==> src/sv/gda_pkg.sv <==
// Shared constants, types and month table for the Gregorian date adder.
`timescale 1ns / 1ps
`default_nettype none
package gda_pkg;

	localparam int DAYS_400Y = 146097;
	localparam int DAYS_100Y = 36524;
	localparam int DAYS_4Y   = 1461;
	localparam int DAYS_1Y   = 365;

	localparam int RECIP_100    = 5243;
	localparam int RECIP_100_SH = 19;
	localparam int RECIP_400Y   = 14699;
	localparam int RECIP_4Y     = 1435;

	localparam int NUM_W = 25;

	typedef struct packed {
		logic                    vld;
		logic signed [NUM_W-1:0] num;
	} dnum_t;

	function automatic logic [8:0] month_start(input logic [3:0] m, input logic leap);
		logic [8:0] base;
		case (m)
			4'd1:    base = 9'd0;
			4'd2:    base = 9'd31;
			4'd3:    base = 9'd59;
			4'd4:    base = 9'd90;
			4'd5:    base = 9'd120;
			4'd6:    base = 9'd151;
			4'd7:    base = 9'd181;
			4'd8:    base = 9'd212;
			4'd9:    base = 9'd243;
			4'd10:   base = 9'd273;
			4'd11:   base = 9'd304;
			4'd12:   base = 9'd334;
			default: base = 9'd0;
		endcase
		return base + {8'd0, (leap && (m > 4'd2))};
	endfunction

endpackage
`default_nettype wire

==> src/sv/gda_fwd.sv <==
// Date to day number: three stages from day, month, year and offset to a signed count.
`timescale 1ns / 1ps
`default_nettype none
module gda_fwd
	import gda_pkg::*;
(
	input  wire logic               clk,
	input  wire logic               arst_n,
	input  wire logic               in_vld,
	input  wire logic [4:0]         day,
	input  wire logic [3:0]         month,
	input  wire logic [13:0]        year,
	input  wire logic signed [22:0] offset,
	output dnum_t                   dnum
);

	logic               vld_s1, vld_s2, vld_s3;
	logic [4:0]         day_s1, day_s2;
	logic [3:0]         month_s1, month_s2;
	logic [13:0]        year_s1;
	logic signed [22:0] offset_s1, offset_s2;
	logic [26:0]        p100_s1;
	logic [22:0]        dby_s2;
	logic               leap_s2;
	logic signed [NUM_W-1:0] num_s3;

	logic [3:0]  month_c;
	logic [7:0]  q100;
	logic [14:0] hund;
	logic        div100, div400, leap_c;
	logic [12:0] ceil4;
	logic [8:0]  ceil100;
	logic [6:0]  ceil400;
	logic [22:0] dby_c;
	logic signed [NUM_W-1:0] num_c;

	always_comb begin
		if (month == 4'd0) begin
			month_c = 4'd1;
		end else if (month > 4'd12) begin
			month_c = 4'd12;
		end else begin
			month_c = month;
		end
	end

	always_comb begin
		q100    = p100_s1[RECIP_100_SH+7:RECIP_100_SH];
		hund    = 15'(q100) * 15'(100);
		div100  = (hund == {1'b0, year_s1});
		div400  = div100 && (q100[1:0] == 2'd0);
		leap_c  = ((year_s1[1:0] == 2'd0) && !div100) || div400;
		ceil4   = {1'b0, year_s1[13:2]} + {12'd0, |year_s1[1:0]};
		ceil100 = {1'b0, q100} + {8'd0, !div100};
		ceil400 = {1'b0, q100[7:2]} + {6'd0, !div400};
		dby_c   = 23'(year_s1) * 23'(DAYS_1Y) + {10'd0, ceil4} - {14'd0, ceil100}
			+ {16'd0, ceil400};
	end

	assign num_c = $signed({2'b00, dby_s2}) + $signed({16'd0, month_start(month_s2, leap_s2)})
		+ $signed({20'd0, day_s2}) + $signed({{2{offset_s2[22]}}, offset_s2}) - 25'sd367;

	always_ff @(posedge clk or negedge arst_n) begin
		if (!arst_n) begin
			vld_s1 <= 1'b0;
			vld_s2 <= 1'b0;
			vld_s3 <= 1'b0;
		end else begin
			vld_s1 <= in_vld;
			vld_s2 <= vld_s1;
			vld_s3 <= vld_s2;
		end
	end

	always_ff @(posedge clk) begin
		day_s1    <= day;
		month_s1  <= month_c;
		year_s1   <= year;
		offset_s1 <= offset;
		p100_s1   <= 27'(year) * 27'(RECIP_100);

		day_s2    <= day_s1;
		month_s2  <= month_s1;
		offset_s2 <= offset_s1;
		dby_s2    <= dby_c;
		leap_s2   <= leap_c;

		num_s3    <= num_c;
	end

	assign dnum.vld = vld_s3;
	assign dnum.num = num_s3;

endmodule
`default_nettype wire

==> src/sv/gda_bwd.sv <==
// Day number to date: ten stages of reciprocal division, year assembly and month search.
`timescale 1ns / 1ps
`default_nettype none
module gda_bwd
	import gda_pkg::*;
#(
	parameter int YEAR_MAX = 9999
) (
	input  wire logic  clk,
	input  wire logic  arst_n,
	input  wire dnum_t dnum,
	output logic       vld,
	output logic [4:0] day,
	output logic [3:0] month,
	output logic [13:0] year,
	output logic       in_range
);

	logic vld_s4, vld_s5, vld_s6, vld_s7, vld_s8, vld_s9, vld_s10, vld_s11, vld_s12, vld_s13;
	logic neg_s4, neg_s5, neg_s6, neg_s7, neg_s8, neg_s9, neg_s10;

	logic [23:0] nn_s4;
	logic [37:0] pq_s4;
	logic [6:0]  q_s5, q_s6, q_s7, q_s8, q_s9, q_s10;
	logic [18:0] r0_s5;
	logic [17:0] r_s6;
	logic [2:0]  cent_s7, cent_s8, cent_s9, cent_s10;
	logic [15:0] r1_s7, r1_s8;
	logic [26:0] pf_s8;
	logic [4:0]  f_s9, f_s10;
	logic [11:0] r2_s9;
	logic [10:0] r2_s10;
	logic [8:0]  doy_s11, doy_s12;
	logic [14:0] yr_s11, yr_s12;
	logic        leap_s11, leap_s12, ok_s11, ok_s12;
	logic [3:0]  mon_s12;
	logic [4:0]  day_s13;
	logic [3:0]  month_s13;
	logic [13:0] year_s13;
	logic        ok_s13;

	logic [6:0]  qe;
	logic [23:0] r0_w;
	logic [2:0]  cent_w;
	logic [17:0] r1_w;
	logic [4:0]  fe;
	logic [15:0] r2_w;
	logic [2:0]  o_w;
	logic        edge_w, leap_w, ok_w;
	logic [10:0] doy_w;
	logic [8:0]  doy_c;
	logic [14:0] yr_w;
	logic [3:0]  mon_w;
	logic [8:0]  day_w;

	assign qe   = pq_s4[37:31];
	assign r0_w = nn_s4 - 24'(qe) * 24'(DAYS_400Y);

	assign cent_w = {2'b00, r_s6 >= 18'(DAYS_100Y)} + {2'b00, r_s6 >= 18'(2 * DAYS_100Y)}
		+ {2'b00, r_s6 >= 18'(3 * DAYS_100Y)} + {2'b00, r_s6 >= 18'(4 * DAYS_100Y)};
	assign r1_w   = r_s6 - 18'(cent_w) * 18'(DAYS_100Y);

	assign fe   = pf_s8[25:21];
	assign r2_w = r1_s8 - 16'(fe) * 16'(DAYS_4Y);

	always_comb begin
		o_w = {2'b00, r2_s10 >= 11'(DAYS_1Y)} + {2'b00, r2_s10 >= 11'(2 * DAYS_1Y)}
			+ {2'b00, r2_s10 >= 11'(3 * DAYS_1Y)} + {2'b00, r2_s10 >= 11'(4 * DAYS_1Y)};
		doy_w  = r2_s10 - 11'(o_w) * 11'(DAYS_1Y);
		edge_w = (cent_s10 == 3'd4) || (o_w == 3'd4);
		doy_c  = edge_w ? 9'(DAYS_1Y) : doy_w[8:0];
		yr_w   = 15'(q_s10) * 15'(400) + 15'(cent_s10) * 15'(100) + {8'd0, f_s10, 2'b00}
			+ {12'd0, o_w} + {14'd0, !edge_w};
		leap_w = edge_w || ((o_w == 3'd3) && ((f_s10 != 5'd24) || (cent_s10 == 3'd3)));
		ok_w   = !neg_s10 && ({2'b00, yr_w} <= 17'(YEAR_MAX));
	end

	always_comb begin
		mon_w = 4'd1;
		for (int k = 2; k <= 12; k++) begin
			if (doy_s11 >= month_start(4'(k), leap_s11)) begin
				mon_w = 4'(k);
			end
		end
	end

	assign day_w = doy_s12 - month_start(mon_s12, leap_s12) + 9'd1;

	always_ff @(posedge clk or negedge arst_n) begin
		if (!arst_n) begin
			vld_s4  <= 1'b0;
			vld_s5  <= 1'b0;
			vld_s6  <= 1'b0;
			vld_s7  <= 1'b0;
			vld_s8  <= 1'b0;
			vld_s9  <= 1'b0;
			vld_s10 <= 1'b0;
			vld_s11 <= 1'b0;
			vld_s12 <= 1'b0;
			vld_s13 <= 1'b0;
		end else begin
			vld_s4  <= dnum.vld;
			vld_s5  <= vld_s4;
			vld_s6  <= vld_s5;
			vld_s7  <= vld_s6;
			vld_s8  <= vld_s7;
			vld_s9  <= vld_s8;
			vld_s10 <= vld_s9;
			vld_s11 <= vld_s10;
			vld_s12 <= vld_s11;
			vld_s13 <= vld_s12;
		end
	end

	always_ff @(posedge clk) begin
		neg_s4 <= dnum.num[NUM_W-1];
		nn_s4  <= dnum.num[NUM_W-2:0];
		pq_s4  <= 38'(dnum.num[NUM_W-2:0]) * 38'(RECIP_400Y);

		neg_s5 <= neg_s4;
		q_s5   <= qe;
		r0_s5  <= r0_w[18:0];

		neg_s6 <= neg_s5;
		if (r0_s5 >= 19'(DAYS_400Y)) begin
			q_s6 <= q_s5 + 7'd1;
			r_s6 <= 18'(r0_s5 - 19'(DAYS_400Y));
		end else begin
			q_s6 <= q_s5;
			r_s6 <= r0_s5[17:0];
		end

		neg_s7  <= neg_s6;
		q_s7    <= q_s6;
		cent_s7 <= cent_w;
		r1_s7   <= r1_w[15:0];

		neg_s8  <= neg_s7;
		q_s8    <= q_s7;
		cent_s8 <= cent_s7;
		r1_s8   <= r1_s7;
		pf_s8   <= 27'(r1_s7) * 27'(RECIP_4Y);

		neg_s9  <= neg_s8;
		q_s9    <= q_s8;
		cent_s9 <= cent_s8;
		f_s9    <= fe;
		r2_s9   <= r2_w[11:0];

		neg_s10  <= neg_s9;
		q_s10    <= q_s9;
		cent_s10 <= cent_s9;
		if (r2_s9 >= 12'(DAYS_4Y)) begin
			f_s10  <= f_s9 + 5'd1;
			r2_s10 <= 11'(r2_s9 - 12'(DAYS_4Y));
		end else begin
			f_s10  <= f_s9;
			r2_s10 <= r2_s9[10:0];
		end

		doy_s11  <= doy_c;
		yr_s11   <= yr_w;
		leap_s11 <= leap_w;
		ok_s11   <= ok_w;

		mon_s12  <= mon_w;
		doy_s12  <= doy_s11;
		yr_s12   <= yr_s11;
		leap_s12 <= leap_s11;
		ok_s12   <= ok_s11;

		day_s13   <= ok_s12 ? day_w[4:0] : 5'd0;
		month_s13 <= ok_s12 ? mon_s12 : 4'd0;
		year_s13  <= ok_s12 ? yr_s12[13:0] : 14'd0;
		ok_s13    <= ok_s12;
	end

	assign vld      = vld_s13;
	assign day      = day_s13;
	assign month    = month_s13;
	assign year     = year_s13;
	assign in_range = ok_s13;

	a_rem400_bound: assert property (@(posedge clk) disable iff (!arst_n)
		vld_s6 && !neg_s6 |-> r_s6 < 18'(DAYS_400Y))
		else $error("remainder of 400-year cycle not reduced");

	a_rem4_bound: assert property (@(posedge clk) disable iff (!arst_n)
		vld_s10 && !neg_s10 |-> r2_s10 < 11'(DAYS_4Y))
		else $error("remainder of 4-year cycle not reduced");

	a_last_day_leap: assert property (@(posedge clk) disable iff (!arst_n)
		vld_s11 && ok_s11 && (doy_s11 == 9'(DAYS_1Y)) |-> leap_s11)
		else $error("day 366 in a common year");

endmodule
`default_nettype wire

==> src/sv/gregorian_date_add_days_top.sv <==
// Top level of the Gregorian date adder: command handshake around the date pipeline.
//
//   channel  | handshake             | payload
//   ---------+-----------------------+-------------------------------------------------
//   command  | start, busy           | start_day, start_month, start_year, day_offset
//   result   | done (one-cycle pulse) | result_day, result_month, result_year, in_range
//
// One item enters per cycle while busy is low; results leave at done in the order the items were taken.
// The pipeline has 13 stages: 3 stages to the day count,
// 10 stages for the reciprocal divisions and the month search.
// busy is high only in the first cycle after reset; the pipeline never stalls.
// Reset clears all valid bits; items in flight are dropped.
`timescale 1ns / 1ps
`default_nettype none
module gregorian_date_add_days_top
	import gda_pkg::*;
#(
	parameter int YEAR_MAX = 9999
) (
	input  wire logic               clk,
	input  wire logic               arst_n,
	input  wire logic               start,
	output logic                    busy,
	input  wire logic [4:0]         start_day,
	input  wire logic [3:0]         start_month,
	input  wire logic [13:0]        start_year,
	input  wire logic signed [22:0] day_offset,
	output logic                    done,
	output logic [4:0]              result_day,
	output logic [3:0]              result_month,
	output logic [13:0]             result_year,
	output logic                    in_range
);

	logic  busy_q;
	logic  accept;
	dnum_t dnum;

	always_ff @(posedge clk or negedge arst_n) begin
		if (!arst_n) begin
			busy_q <= 1'b1;
		end else begin
			busy_q <= 1'b0;
		end
	end

	assign busy   = busy_q;
	assign accept = start && !busy_q;

	gda_fwd u_fwd (
		.clk    (clk),
		.arst_n (arst_n),
		.in_vld (accept),
		.day    (start_day),
		.month  (start_month),
		.year   (start_year),
		.offset (day_offset),
		.dnum   (dnum)
	);

	gda_bwd #(
		.YEAR_MAX (YEAR_MAX)
	) u_bwd (
		.clk      (clk),
		.arst_n   (arst_n),
		.dnum     (dnum),
		.vld      (done),
		.day      (result_day),
		.month    (result_month),
		.year     (result_year),
		.in_range (in_range)
	);

	a_zero_when_out: assert property (@(posedge clk) disable iff (!arst_n)
		done && !in_range |-> (result_day == 5'd0) && (result_month == 4'd0)
			&& (result_year == 14'd0))
		else $error("out-of-range result carries nonzero date");

	a_date_legal: assert property (@(posedge clk) disable iff (!arst_n)
		done && in_range |-> (result_month >= 4'd1) && (result_month <= 4'd12)
			&& (result_day >= 5'd1) && (result_day <= 5'd31))
		else $error("in-range result has illegal day or month");

endmodule
`default_nettype wire

==> config.mk <==
export PLATFORM = sky130hd
export DESIGN_NAME = gregorian_date_add_days_top
export DESIGN_NICKNAME = d
export VERILOG_FILES = /design/src/sv/gda_pkg.sv /design/src/sv/gda_fwd.sv /design/src/sv/gda_bwd.sv /design/src/sv/gregorian_date_add_days_top.sv
export SDC_FILE = /design/constraint.sdc
export NUM_CORES = 2
export LEC_CHECK = 0
export BUFFER_PORTS_ARGS = -buffer_cell sky130_fd_sc_hd__buf_4
export CORE_ASPECT_RATIO = 0.9
export CORE_UTILIZATION = 55
export DETAILED_ROUTE_END_ITERATION = 7
export PLACE_DENSITY = 0.71
export SLEW_MARGIN = 30
export SYNTH_ARGS = -nofsm -noshare
export SYNTH_HDL_FRONTEND = slang
export SYNTH_SLANG_ARGS = --single-unit
==> constraint.sdc <==
create_clock -name clk -period 23.1 [get_ports clk]
set_input_delay 3.465 -clock clk [delete_from_list [all_inputs] [get_ports clk]]
set_output_delay 3.465 -clock clk [all_outputs]
set_load 0.01 [all_outputs]
==> metrics.txt <==
IO Port Bufs=74; Initial DRC Count=747; post-synthesis sequential area ratio=23.3%; buffers and inverters on the worst path=6; die area=67500 um2; Die Height=246 um; Mapped Nets=4724; Initial Util=55.7%; CP Max Fanout=8; nets=4832; Vias per Instance=5.07; Crit Path Class=flop to flop; Synth cell types=72; first drt pass iteration count=5; commonest non-fill, non-tap cell in the layout=inv_1; crit path DAT=8740 ps; largest net degree at the start of global routing=25; crit end category=flop; Post-Syn Area=36500 um2; H-tree levels=2; IO Pins=75; CTS Root Cell=clkbuf_16; Hold Violations, Final=0; post-CTS setup buffers=0; Clock transition at path regs=70 ps; CP peak stage delay=570 ps; GRT Util Overall=20.6%; # hold bufs at CTS=0; global-route wire length before repair=113000 um; Avg WL per Cell=14.5 um; vias in the first global route=23800; maxcap violations=0; grt ovf=0; Tcrit/Tclk final=35.5%; Clock Tree Buf Depth=3; type of the tightest min-delay check=flop to flop; Antenna Violating Nets Remaining=0; actual slew at the worst max-slew pin=796 ps; max_slew headroom=46.8%; final wirelength=65700 um; ys async rst share=3.32%; initial antenna violation count=0; Achievable Freq=122 MHz; total number of vias=22900; core area=65600 um2; row count=89; number of synthesized flops with an enable pin=0; RSZ-0062 raised after global routing=false; Yosys Warn Count=0; CP required=23630 ps; Yosys reg bits=422; setup TNS=0 ps; CP max stage cell=dfxtp_1; layout cells sized above 1=5.06%; final clock skew=57.7 ps; Max Slew Vio Count=0; DR DRC count=0; Mapped Cells=3514; most frequent cells in the layout=inv_1 (788), ha_1 (743), fa_1 (418); post-CTS sizing=0; diode count=0; CTS buffer count=47; final number of setup-violating endpoints=0; HPWL after detailed placement=54400 um; post-route minimum period=8210 ps; routability cong.=0.844; fill count=5497; Top delay family on crit path=adder cells; latest clock arrival within the worst-skew pair=610 ps; status=completed; crit path launch type=flop; CTS tree=done; Top FF cell, synth=dfxtp_1; Synth Area per Inst=10.4 um2; clk sink count=422; Synth-to-Final Area Change=8.80%; die width=274 um
==> layer usage <==
| layer | vias up | GRT usage [%] | routed length (um) |
|---|---|---|---|
| li1 | 11600 | - | - |
| met2 | 287 | 34.7 | 31000 |
| met5 | - | 0 | 0 |
| met3 | 97 | 2.64 | 2150 |
| met1 | 10900 | 28.1 | 31200 |
| met4 | 0 | 4.86 | 1380 |
==> path summary, 6_finish.rpt <==
| path | from | end | slack, ps | cells past startpoint |
|---|---|---|---|---|
| hold reg to reg | u_fwd.offset_s1[21] | u_fwd.offset_s2[21] | 310 | 0 |
| hold / removal | u_fwd.offset_s1[21] | u_fwd.offset_s2[21] | 310 | 0 |
| setup reg to reg | u_fwd.p100_s1[21] | u_fwd.dby_s2[22] | 14890 | 32 |
| min in group asynchronous | arst_n | u_bwd.vld_s7 | 2700 | 1 |
| setup / recovery | u_fwd.p100_s1[21] | u_fwd.dby_s2[22] | 14890 | 32 |
| max in group asynchronous | arst_n | busy | 20130 | 1 |
==> flip-flops by register name, indices dropped and copies added (netlist names), 8 cells and up, named ones only <==
| register | flops |
|---|---|
| u_fwd.offset_s2 | 23 |
| u_fwd.year_s1 | 14 |
| u_bwd.r2_s9 | 12 |
| u_fwd.num_s3 | 25 |
| u_bwd.r2_s10 | 11 |
| u_bwd.nn_s4 | 19 |
| u_bwd.yr_s11 | 14 |
| u_fwd.offset_s1 | 23 |
| u_bwd.r1_s7 | 16 |
| u_bwd.r0_s5 | 19 |
| u_bwd.year | 14 |
| u_bwd.doy_s11 | 9 |
| u_fwd.p100_s1 | 8 |
| u_bwd.yr_s12 | 14 |
| u_fwd.dby_s2 | 23 |
| u_bwd.r1_s8 | 12 |
| u_bwd.r_s6 | 18 |
==> synth_stat cells, types with 6 or more instances <==
master	number	area share (%)
clkbuf_1	12	0.12
a211o_1	9	0.22
nand4_1	18	0.31
dfrtp_1	13	0.89
a31oi_1	12	0.21
and2_1	33	0.57
nor2b_1	16	0.27
a21oi_1	140	1.9
mux2i_1	6	0.16
o21a_1	28	0.58
ha_1	743	25
o21bai_1	30	0.62
nor2_1	90	0.92
fa_1	418	23
o211ai_1	12	0.25
o41ai_1	8	0.19
inv_1	788	8.1
a31o_2	8	0.19
nand2b_1	18	0.31
or2_2	9	0.15
a21boi_0	10	0.21
o21ai_0	71	0.97
nor3_1	40	0.55
xor2_1	54	1.3
or3_1	7	0.12
nor4_1	8	0.14
a211oi_1	21	0.43
and3_1	22	0.38
xnor2_1	184	4.4
nand2_1	98	1.0
a21o_1	53	1.1
dfxtp_1	408	22
a2111oi_0	6	0.14
nand3_1	44	0.60
o31ai_1	10	0.21
==> metrics by stage <==
stage / util [%] / instances / area (um2) / hold slack (ps) / setup WS [ps]
2_1_floorplan: - / 3514 / 36500 / 310 / 15510
3_3_place_gp: 58.1 / 4437 / 38100 / 310 / 15030
3_5_place_dp: 58.1 / 4437 / 38100 / 312 / 14940
4_1_cts: 60.6 / 4522 / 39700 / 316 / 14890
5_1_grt: 60.6 / 4522 / 39700 / 325 / 14240
6_report: 60.6 / 4522 / 39700 / 315 / 14890
==> area by class of cell <==
class | instances | area, um2 | area share (%)
tap | 864 | 1080 | 2.72
clock buffer | 62 | 1330 | 3.35
timing repair buffer | 74 | 556 | 1.40
sequential | 422 | 8520 | 21.4
clock inverter | 23 | 290 | 0.730
multi-input combinational | 2288 | 25000 | 62.9
inverter | 789 | 2960 | 7.45
==> cells by family (layout without fill, tap and decap cells) <==
family	count (synthesis)	in the layout	share of synthesized area, %
flops	422	422	23.3
other cells	1	1	0.0103
compound gates	455	455	8.17
buf+inv	804	948	8.29
mux	13	13	0.442
simple gates	420	420	5.71
fa+ha+maj	1161	1161	48.4
xor+xnor	238	238	5.71
Power is left out: the tool's default activity adds up to more than one toggle a clock period on the data nets, which glitch-free logic cannot reach.
